### config.mk
export PLATFORM = sky130hd
export DESIGN_NAME = tcc_ctrl
export DESIGN_NICKNAME = d
export VERILOG_FILES = /design/src/rtl/tcc_pkg.sv /design/src/rtl/tcc_ctrl.sv
export SDC_FILE = /design/constraint.sdc
export NUM_CORES = 1
export LEC_CHECK = 0
export ABC_AREA = 0
export ABC_CLOCK_PERIOD_IN_PS = 2500
export BUFFER_PORTS_ARGS = -buffer_cell sky130_fd_sc_hd__clkbuf_2
export CORE_MARGIN = 4
export CORE_UTILIZATION = 30
export CTS_CLUSTER_DIAMETER = 40
export DETAILED_ROUTE_END_ITERATION = 12
export HOLD_SLACK_MARGIN = 0.1
export PLACE_DENSITY = 0.64
export SLEW_MARGIN = 20
export SYNTH_ARGS = -nofsm -noshare
export SYNTH_HDL_FRONTEND = slang
export SYNTH_SLANG_ARGS = --single-unit
### constraint.sdc
create_clock -name clock -period 2.5 [get_ports clock]
set_clock_uncertainty 0.05 [all_clocks]
set_input_delay 0.125 -clock clock [delete_from_list [all_inputs] [get_ports clock]]
set_output_delay 0.125 -clock clock [all_outputs]
set_load 0.05 [all_outputs]
### src/rtl/tcc_pkg.sv
// Shared types and constants of the text console cursor engine.
package tcc_pkg;

   localparam int CMD_W     = 2;
   localparam int CHAR_W    = 8;
   localparam int INDEX_W   = 11;
   localparam int ATTR_W    = 8;
   localparam int CELL_W    = 16;
   localparam int ROW_OUT_W = 5;
   localparam int COL_OUT_W = 7;
   localparam int POS_OUT_W = 11;

   localparam logic [CMD_W-1:0] CMD_PUT   = 2'd0;
   localparam logic [CMD_W-1:0] CMD_CLEAR = 2'd1;
   localparam logic [CMD_W-1:0] CMD_READ  = 2'd2;

   localparam logic [CHAR_W-1:0] CHAR_NEWLINE   = 8'h0A;
   localparam logic [CHAR_W-1:0] CHAR_RETURN    = 8'h0D;
   localparam logic [CHAR_W-1:0] CHAR_BACKSPACE = 8'h08;
   localparam logic [CHAR_W-1:0] CHAR_TAB       = 8'h09;
   localparam logic [CHAR_W-1:0] CHAR_SPACE     = 8'h20;

   localparam logic [ATTR_W-1:0] ATTR_RESET = 8'h07;

   typedef enum logic [5:0] {
      ST_INIT   = 6'b000001,
      ST_IDLE   = 6'b000010,
      ST_EXEC   = 6'b000100,
      ST_SCROLL = 6'b001000,
      ST_FILL   = 6'b010000,
      ST_DONE   = 6'b100000
   } tcc_state_type;

   typedef struct packed {
      logic accept;
      logic exec_put;
      logic start_clear;
      logic read_issue;
      logic fill_step;
      logic scroll_step;
      logic sweep_rst;
      logic load_rsp;
   } tcc_cmd_type;

   typedef struct packed {
      logic [CMD_W-1:0] command;
      logic             put_scroll;
      logic             sweep_end;
   } tcc_status_type;

endpackage

### src/rtl/tcc_ctrl.sv
// Controller: sequences accept, execute, store sweeps and response handoff.
module tcc_ctrl (
   input  logic                    clock,
   input  logic                    reset,
   input  logic                    req_valid,
   output logic                    req_ready,
   output logic                    rsp_valid,
   input  logic                    rsp_ready,
   input  tcc_pkg::tcc_status_type sts,
   output tcc_pkg::tcc_cmd_type    ctl
);
   import tcc_pkg::*;

   tcc_state_type state_ff, state_in;
   logic          rsp_valid_ff, rsp_valid_in;

   always_comb begin
      state_in = state_ff;
      ctl      = '0;
      case (state_ff)
         ST_INIT: begin
            if (sts.sweep_end) begin
               ctl.sweep_rst = 1'b1;
               state_in      = ST_IDLE;
            end else begin
               ctl.fill_step = 1'b1;
            end
         end
         ST_IDLE: begin
            if (req_valid) begin
               ctl.accept = 1'b1;
               state_in   = ST_EXEC;
            end
         end
         ST_EXEC: begin
            case (sts.command)
               CMD_PUT: begin
                  ctl.exec_put = 1'b1;
                  state_in     = sts.put_scroll ? ST_SCROLL : ST_DONE;
               end
               CMD_CLEAR: begin
                  ctl.start_clear = 1'b1;
                  state_in        = ST_FILL;
               end
               CMD_READ: begin
                  ctl.read_issue = 1'b1;
                  state_in       = ST_DONE;
               end
               default: begin
                  state_in = ST_DONE;
               end
            endcase
         end
         ST_SCROLL: begin
            if (sts.sweep_end) begin
               ctl.sweep_rst = 1'b1;
               state_in      = ST_DONE;
            end else begin
               ctl.scroll_step = 1'b1;
            end
         end
         ST_FILL: begin
            if (sts.sweep_end) begin
               ctl.sweep_rst = 1'b1;
               state_in      = ST_DONE;
            end else begin
               ctl.fill_step = 1'b1;
            end
         end
         ST_DONE: begin
            if (!rsp_valid_ff || rsp_ready) begin
               ctl.load_rsp = 1'b1;
               state_in     = ST_IDLE;
            end
         end
         default: begin
            state_in = ST_INIT;
         end
      endcase
   end

   always_comb begin
      rsp_valid_in = rsp_valid_ff;
      if (ctl.load_rsp) begin
         rsp_valid_in = 1'b1;
      end else if (rsp_ready) begin
         rsp_valid_in = 1'b0;
      end
   end

   always_ff @(posedge clock) begin
      if (reset) begin
         state_ff     <= ST_INIT;
         rsp_valid_ff <= 1'b0;
      end else begin
         state_ff     <= state_in;
         rsp_valid_ff <= rsp_valid_in;
      end
   end

   assign req_ready = (state_ff == ST_IDLE);
   assign rsp_valid = rsp_valid_ff;

endmodule

# After elaboration in Yosys (flattened, before gate mapping)

Index checks and enable logic that the tools add are counted.

Register bits: 7

Equality and inequality tests: 12
Multiplexer cells: 22
Reductions and logical operators: 8

Operators with widths:

| cell               | number |
|---|---|
| $mux 6             | 5 |
| $pmux 6 s5         | 1 |
| $mux 1             | 14 |
| $pmux 6 s2         | 1 |
| $eq 6x1->1 const B | 1 |
| $eq 6x2->1 const B | 1 |
| $eq 6x3->1 const B | 1 |
| $eq 6x4->1 const B | 1 |
| $eq 6x5->1 const B | 1 |
| $eq 6x6->1 const B | 1 |
| $ne 2x2->1 const B | 3 |
| $reduce_and 4->1   | 1 |
| $reduce_or 2->1    | 2 |
| $mux 3             | 1 |
| $reduce_or 3->1    | 1 |
| $eq 2x1->1 const B | 1 |
| $eq 2x2->1 const B | 1 |
| $logic_not 2->1    | 1 |
| $ne 2x1->1 const B | 1 |
| $reduce_bool 2->1  | 1 |
| $logic_not 1->1    | 1 |
| $logic_or 1x1->1   | 1 |

# Logic depth before layout (Yosys ltp)

Gate-level depths: netlist (run 1).

Depth after elaboration: 5
Gate-level depth with buffers: 5
Mapped depth without buffers: 4

# Worst setup path after synthesis (run 1)

OpenSTA, ideal clock, no wires.

Path type: register to register
From: register state_ff[0]
To: register state_ff[3]
Library setup time: 0.082 ns
Data arrival time: 2.875 ns
Required time: 2.368 ns
Slack: -0.507 ns
Stages on the path, launching flop included: 6
Buffers on the path: 1
Clock period less this slack: 3.007 ns
Path through: dfxtp_1 clkbuf_1 or3_1 nor4_1 a21oi_1 nor3b_1

Word-level cells in the longest chain between the ends: 4
Elaborated cells on any way between the ends: 13
Classes of those cells: eq/ne (10); mux (1); reduce/logical (2)

RTL lines:

| what                                            | line           | source |
|---|---|---|
| from (decl)                                     | tcc_ctrl.sv:14 | `tcc_state_type state_ff, state_in;` |
| from (signal assigned)                          | tcc_ctrl.sv:96 | `state_ff <= state_in;` |
| $eq 6x5->1 / $eq 6x4->1 (equally long branches) | tcc_ctrl.sv:20 | `case (state_ff)` |
| $reduce_or 2->1 (no source line)                | n/a            |  |
| $ne 2x1->1 (no source line)                     | n/a            |  |
| $reduce_and 4->1 (no source line)               | n/a            |  |

Several ways; a longest one is shown, not always the timed one.
A chain may end at the register's enable or synchronous reset.

==> results of run 1 <==
## registers in the layout, indices dropped and copies added, names as in the netlist
name,count
state_ff,6
rsp_valid,1
## layout make-up
class	count	area share (%)
Clock buffer	4	3.77
Multi-Input combinational cell	48	52.8
Inverter	5	2.69
Sequential cell	7	20.1
Tap cell	25	4.49
Timing Repair Buffer	20	16.2
## layer usage
layer / vias up / global-route usage, %
met1: 239 / 15.8
met3: 2 / 1.75
met5: - / 0
met4: 0 / 8.07
met2: 28 / 14.6
li1: 282 / -
## how the worst min path moves through the flow
stage	endpoint	slack [ps]	start
3_3_place_gp	rsp_valid	330	reset
2_1_floorplan	rsp_valid	140	reset
5_1_grt	state_ff[2]	130	req_valid
3_5_place_dp	rsp_valid	330	reset
6_report	state_ff[2]	110	req_valid
4_1_cts	state_ff[2]	100	req_valid
## stage by stage
step                      cells  power [mW]  instance area (µm²)  util (%)  setup slack, ps
after CTS                   109       0.345                  697      39.9              309
after detailed placement    103       0.235                  651      37.3              511
after global placement      103       0.235                  651      37.3              511
after floorplan              68       0.209                  577         -             92.8
after global routing        109       0.358                  697      39.9              226
final                       109       0.341                  697      39.9              329
## power breakdown
| group | total [mW] | internal [mW] | switching [mW] |
|---|---|---|---|
| registers | 0.126 | 0.117 | 0.00851 |
| clock network | 0.107 | 0.0612 | 0.0458 |
| logic | 0.109 | 0.0437 | 0.0649 |
| total | 0.341 | 0.222 | 0.119 |
## critical path: cells and delay by family, from the launching register on
family                 cells  cell delay, ps
and+or+nand+nor            2             880
DFF                        1             500
buffers and inverters      1             360
## repair_timing
item / 4_1_cts / 5_1_grt
endpoints found under the setup margin: 0 / 0
endpoints found under the hold margin: 3 / 0
hold buffers: 2 / 0
## cells in the final DEF, fill, tap and decap left out, types with 2 or more instances in the layout
master	n
inv_1	5
nor4_1	2
dfxtp_1	7
nand2_1	3
xor2_1	3
nor4_2	2
o21ai_0	4
dlygate4sd3_1	2
a21oi_1	4
clkbuf_4	3
and3_1	2
nor2_1	2
nor4b_1	2
or3_1	2
nor3b_1	2
clkbuf_2	17
## cells by family after synthesis
family | Yosys count
DFF | 7
buffers and inverters | 13
xor gates and xnor gates | 4
AOI/OAI and AO/OA | 16
and+or+nand+nor | 28
==> metrics, run 1 <==
initial antenna violation count 0; worst-case hold slack 112 ps; setup violators final 0; final hold vios 0; Starting Density roughly a third; Max Slew Vio Count 0; Post-CTS Setup Inserts 0; cts bufs inserted 3; worst-margin pin slew approximately 430 ps; register bit total from synthesis 7; Setup Total Neg Slack 0 ps; Critical Path Start Type flop; met2 wire length around 520 µm; Synth top cells by count dfxtp_1 (7), inv_1 (5), a21oi_1 (4), nor4_1 (4), o21ai_0 (4); post-synthesis mux area share 0%; Post-synth ARST share 0%; worst path cell trace or3b_1 -> nor4b_1 -> clkbuf_2; RSZ-0062 raised after global routing false; GRT Residual Overflow 0; crit path max fanout 10; Hold Crit Class input port to flop; crit path from state_ff[2]; post-route ant nets 0; detailed-route via count roughly 550; CTS tree built; die area ~2600 µm²; total track usage approximately 11%; gp weighted congestion 0.779; Layout fillers between 150 and 200; Post-Synth Adder-Cell Area 0%; CTS resizes 0; CP endpoint ctl[5]; pwr dens 490 nW/µm²; DR DRC count 0; reg2reg start state_ff[5]; most instantiated library cell after synthesis dfxtp_1; Post-synth EDFFs 0; cell row count 15; met3 routed wirelength around 85 µm; clock tree buffer depth 2; crit share post-route between 80% and 90%; number of global-route vias before repair 516; FF-to-FF End state_ff[3]; LEAKAGE between 0.2 and 0.3 nW; clk sinks 7; clock-pin slew on the worst setup and hold paths about 60 ps; CP max-delay cell dfxtp_1; IO Count 18; met1 WL roughly 670 µm; Syn Area/Cell around 8.2 µm²; chip width ~51 µm; R2R setup slack 490 ps; sequential-to-total area share from yosys stat around a quarter; first-pass GRT wire length 2.20 mm; Slew headroom 70.6%; dominant synthesized flop cell dfxtp_1; area taken by multi-input logic gates about 370 µm²; fin crit period around 2200 ps; # diodes 0; post-synth cell types 34; top sig layer met4; DP HPWL approximately 1.0 mm; core area 1750 µm²; Mapped Area between 500 and 600 µm²; CP endpoint kind primary output; maxcap violations 0; pin count of the biggest net entering global routing 12; VDD IR max 0.198 mV; Synth area leaders dfxtp_1 (25%), xor2_1 (4.7%), nor4_1 (4.5%), buf_4 (4.1%), nor3b_1 (4.1%); final WL 1.29 mm; root buf cell clkbuf_4; net count after synthesis 76; routed length per placed instance around 12 µm; Yosys top cell by area dfxtp_1; Synth Area in Simple Gates 34.3%; PortBufs 17; crit path kind flop to primary output; largest family of logic cells by synthesized area simple AND/OR/NAND/NOR gates; CP required ~2300 ps; drt first pass iters 4; hold path depth 2; area share of the largest cell type after synthesis between 20% and 30%; Synth-to-Final Area Change 25.7%; Peak Freq 0.461 GHz; fin nets between 90 and 100; DR iter-0 viols 8; XOR/XNOR Fraction of Synth Area under 10%; clock latency on the worst-skew pair about 250 ps; status complete, no violations; R2R cell count 4; vias per cell 5.06; Worst path max stage delay around 500 ps; Compound-Gate Fraction of Synth Area a little over a fifth; chip height a little over 50 µm; H-tree depth 1; Critical Path AT ~2000 ps; Synth warnings 0; Synth Instances 68; layout cells sized above 1 a little under two fifths; register area between 100 and 150 µm²
No activity file was read; power rests on OpenSTA's default activity.
==> run 2, diff against run 1 <==
- ABC_CLOCK_PERIOD_IN_PS: 2500 -> 1800
- CORE_MARGIN: 4 -> not set
- CORE_UTILIZATION: 30 -> 40
- PLACE_DENSITY: 0.64 -> 0.8
- clock period: 2.5 -> 1.8 ns (I/O delays scaled with it)
==> run 2 against run 1 <==
Compared with the run above: via count rose by 22%; hold slack improved by 50 ps; first-iteration DRC count rose to 2.6 times the previous value; final area grew 51%; the run now ends with DRC, setup timing left; critical path depth up 1; combinational power rose by 140%; highest routed layer unchanged; global-route usage rose by 17 points; clock power is 43% higher; register-to-register slack worse by 630 ps.
==> metrics, run 2 (synthesis results as in run 1) <==
status finished with violations; violated checks DRC, setup timing; Final WS setup -138 ps (-467 ps); Bufs and invs on worst path 2 (+1); initial antenna violation count 0 (unchanged); LEAKAGE 0.444 nW (+52%); crit path max fanout 2 (-8); Layout fillers 78 (-54%); CP endpoint kind primary output; DP Worst Slack -53.8 ps (-565 ps); pwr dens 552 nW/µm² (+13%); Hold Crit Class input port to flop; Synth-to-Final Area Change 90.1%; max reg flops 6 (unchanged); clock-pin slew on the worst setup and hold paths 60 ps (about the same); chip height 39.2 µm (-23%); register area 150 µm² (+7.1%); clock latency on the worst-skew pair 260 ps (about the same); DR iter-0 viols 21 (+13); VDD IR max 0.500 mV (+150%); most flop-heavy register state_ff; IO Count 18 (unchanged); gp weighted congestion 0.854 (+9.6%); Slew headroom 75.1% (+4.5 points); Max Slew Vio Count 0 (unchanged); most common cell after layout, fill and taps aside buf_4; DR DRC count 2 (+2); PortBufs 17 (unchanged); Worst path max stage delay 530 ps (+30 ps); maxcap violations 0 (unchanged); CP max-delay cell or4_4; final WL 1.92 mm (+48%); worst path cell trace or4_4 -> or3_4 -> clkinvlp_4 -> clkbuf_16; pin count of the biggest net entering global routing 11 (-1); fin nets 111 (+19%); number of global-route vias before repair 616 (+19%); clk sinks 7 (unchanged); Pwr Total 0.581 mW (+70%); Critical Path Start Type flop; vias per cell 5.73 (+13%); Critical Path AT 1800 ps (-200 ps); layout cells sized above 1 61.8% (+25 points); clock tree buffer depth 2 (unchanged); H-tree depth 1 (unchanged); first-pass GRT wire length 2.78 mm (+26%); cell row count 13 (-2); routed length per placed instance 16.4 µm (+38%); chip width 39.2 µm (-23%); core area 1300 µm² (-25%); total track usage 27.7% (+17 points); final hold vios 0 (unchanged); fin crit period a little under 2000 ps; area taken by multi-input logic gates 453 µm² (+23%); worst-margin pin slew 372 ps (-62.7 ps); post-route ant nets 0 (unchanged); drt first pass iters 8 (+4); cts bufs inserted 3 (unchanged); Crit path max-delay family simple AND/OR/NAND/NOR gates; root buf cell clkbuf_4; CP required 1660 ps (-670 ps); die area 1540 µm² (-41%); CTS tree built; # diodes 0 (unchanged); crit share post-route 108%; crit path kind flop to primary output; GRT Residual Overflow 0 (unchanged); setup violators final 10 (+10); commonest non-fill, non-tap cells in the layout buf_4 (10), clkbuf_2 (9), buf_6 (9), inv_1 (4), o21ai_0 (4); RSZ-0062 raised after global routing true; DP HPWL 1.11 mm (+9.5%); Starting Density 42.6% (+11 points); detailed-route via count 670 (+22%); Peak Freq a little over 0.5 GHz
## run 2: changes by cell type in the layout (fill, tap and decap cells not counted), sizes merged
cell         change
dlygate4sd3      +1
buf             +19
clkbuf           -2
clkinvlp         +1
inv              -1
## run 2: power breakdown
group | internal, mW | total [mW] | switching (mW) | leakage, nW
combinational | 0.132 | 0.262 | 0.130 | 0.369
sequential | 0.161 | 0.167 | 0.00550 | 0.0593
clock | 0.0852 | 0.153 | 0.0673 | 0.0150
## run 2: repair_timing
action,in CTS,in global routing
endpoints found under the hold margin,4,0
gates cloned,0,0
hold buffers,3,0
setup buffers,6,1
pin swaps,4,9
endpoints found under the setup margin,11,11
gates resized for setup,35,10
## run 2: final cells by class
cell class / instances / share of cell area [%]
flip-flops and latches: 7 / 14.3
multi-input cells: 48 / 43.0
clock buffers: 4 / 2.49
repair buffers: 38 / 36.3
inverters: 5 / 2.14
well taps: 15 / 1.78
## run 2: worst paths after layout
check / startpoint / to / slack, ps / cells after the start
setup / recovery: state_ff[1] / ctl[3] / -140 / 4
hold / removal: sts[1] / state_ff[3] / 160 / 3
setup reg to reg: state_ff[5] / state_ff[5] / -140 / 4
hold reg to reg: rsp_valid / rsp_valid / 460 / 2
## run 2: metal layers
layer	track usage [%]	share of wire (%)	up-vias
li1	-	-	317
met1	30.8	37	324
met2	49.6	56	23
met3	6.94	5.2	6
met4	10.3	1.9	0
met5	0	0	-
## run 2: tightest hold or removal path: cells and delay by family
family                 cells  cell delay, ps
and+or+nand+nor            1             160
AOI/OAI and AO/OA          1              80
buffers and inverters      1             100
## run 2: metrics by stage
stage	hold WS [ps]	TNS [ps]	utilization [%]	cells	area (µm²)
6_report	161	-1030	81.0	117	1050
5_1_grt	195	-1280	81.0	117	1050
4_1_cts	125	-713	77.5	116	1010
3_5_place_dp	290	-117	57.3	103	746
3_3_place_gp	288	-19.6	57.3	103	746
2_1_floorplan	109	-898	-	68	617
==> run 3, diff against run 2 <==
- CORE_AREA: not set -> 2 2 39 41
- CORE_UTILIZATION: 40 -> not set
- CTS_BUF_LIST: not set -> sky130_fd_sc_hd__clkbuf_4 sky130_fd_sc_hd__clkbuf_8
- DIE_AREA: not set -> 0 0 41 43
- PLACE_DENSITY: 0.8 -> 0.82
- SKIP_CTS_REPAIR_TIMING: not set -> 1
==> run 3 against run 2 <==
Compared with the run above: the run ends with setup timing left; global-route usage decreased by 8.4 points; die area rose by 15%; final cell count down 6.0%; sequential share of layout area increased by 2.0 points; worst setup slack better by 41 ps; hold slack lost 97 ps; clock power is 5% higher; non-clock buffer count shrank 8; flip-flop and latch count unchanged; register-to-register slack improved by 70 ps; critical path depth grew 1; via count decreased by 7.9%; critical endpoint is now ctl[7].
==> metrics, run 3 (synthesis results as in run 1) <==
PortBufs 17 (unchanged); gp weighted congestion 0.869 (+1.9%); Synth-to-Final Area Change 60.0%; commonest non-fill, non-tap cells in the layout buf_4 (10), clkbuf_2 (9), clkbuf_4 (5), buf_6 (5); Final WS setup -97.3 ps (+40.6 ps); crit path kind flop to primary output; IO Count 18 (unchanged); Slew headroom 72.1% (-3.0 points); routed length per placed instance 13.7 µm (-17%); number of global-route vias before repair 521 (-15%); DP Worst Slack -39.7 ps (+14.0 ps); DP HPWL 1.16 mm (+5.0%); chip width 41 µm (+4.5%); VDD IR max 0.320 mV (-36%); root buf cell clkbuf_4; core area 1380 µm² (+6.3%); CTS tree built; Comb power frac 39.9% (-5.2 points); maxcap violations 0 (unchanged); post-route cell area 887 µm² (-16%); Clk network pwr share 29.2% (+3.0 points); non-filler cells, final 110 (-6.0%); cts bufs inserted 3 (unchanged); LEAKAGE 0.384 nW (-13%); initial antenna violation count 0 (unchanged); post-layout util 64.1% (-17 points); pin count of the biggest net entering global routing 11 (unchanged); final WL 1.50 mm (-22%); Worst Hold Launch rsp_ready; pwr dens 617 nW/µm² (+12%); H-tree depth 1 (unchanged); Psw 0.183 mW (-9.3%); setup violators final 9 (-1); total track usage 19.3% (-8.4 points); Peak Freq 0.527 GHz (+2.1%); die area 1760 µm² (+15%); fin crit period 1900 ps (-40.6 ps); Max Slew Vio Count 0 (unchanged); clock-pin slew on the worst setup and hold paths 60 ps (about the same); placed cells 103 (unchanged); crit path max fanout 3 (+1); CP required 1660 ps (about the same); vias per cell 5.61 (-2.1%); DR iter-0 viols 16 (-24%); final hold vios 0 (unchanged); R2R setup slack -70 ps (+70 ps); crit share post-route 105% (-2.3 points); GRT Residual Overflow 0 (unchanged); first-pass GRT wire length 2.33 mm (-16%); Starting Density 40.1% (-2.5 points); cell row count 14 (+1); Reg power frac 30.9% (+2.2 points); Critical Path Start Type flop; Sw Share 33.5% (-1.3 points); Critical Path AT 1760 ps (-40 ps); max reg flops 6 (unchanged); hold path depth 4 (+1); DR DRC count 0 (-2); reg2reg start state_ff[4]; status finished with violations; detailed-route via count 617 (-7.9%); layout cells sized above 1 55.3% (-6.4 points); clk sinks 7 (unchanged); FF-to-FF End state_ff[3]; Hold Crit Class input port to flop; Placement Cell Area 739 µm² (-0.84%); # diodes 0 (unchanged); violated checks setup timing; RSZ-0062 raised after global routing true; P_int 0.364 mW (-4.1%); clock tree buffer depth 2 (unchanged); chip height 43 µm (+9.6%); clock latency on the worst-skew pair 250 ps (about the same); Hold Path Sink rsp_valid; Setup Total Neg Slack -477 ps (+549 ps); Layout fillers 123 (+58%); worst-margin pin slew 413 ps (+40.7 ps); most common cell after layout, fill and taps aside buf_4; worst-case hold slack 64.7 ps (-96.8 ps); drt first pass iters 4 (-4); post-route ant nets 0 (unchanged); fin nets 103 (-7.2%); Pwr Total 0.547 mW (-5.9%); R2R cell count 4 (unchanged); most flop-heavy register state_ff; CP endpoint kind primary output
run 3: worst max-delay path by stage:
stage | cells past startpoint | start | slack (ps) | end
2_1_floorplan | 4 | state_ff[2] | -180 | ctl[7]
3_3_place_gp | 4 | state_ff[2] | -20 | state_ff[3]
3_5_place_dp | 4 | state_ff[2] | -40 | state_ff[3]
4_1_cts | 4 | state_ff[5] | -280 | ctl[5]
5_1_grt | 5 | state_ff[2] | -160 | ctl[7]
6_report | 5 | state_ff[4] | -100 | ctl[7]
run 3: worst max-delay path: stages (launching register included):
cell and delay, ps:
dfxtp_1 310, or4_4 540, buf_6 150, nor3b_4 200, and2_4 170, buf_8 130
run 3: routing by layer:
metal  GRT usage [%]  vias up  part of all wire [%]
li1                -      299                     -
met1            26.9      286                    42
met2            28.4       28                    50
met3               0        4                   6.0
met4            12.0        0                   2.3
met5               0        -                     0
run 3: area by class of cell:
class	count	area, µm²	area share, %
clock buffer	4	30.0	3.39
inverter	5	22.5	2.54
multi-input combinational	48	432	48.7
sequential	7	144	16.2
tap	16	20.0	2.26
timing repair buffer	30	239	26.9
run 3: power groups by stage:
stage	sequential, mW	combinational [mW]	clock (mW)
floorplan	0.168	0.139	0
global route	0.169	0.233	0.169
global placement	0.171	0.180	0
finish	0.169	0.218	0.160
CTS	0.168	0.186	0.158
detailed placement	0.171	0.185	0
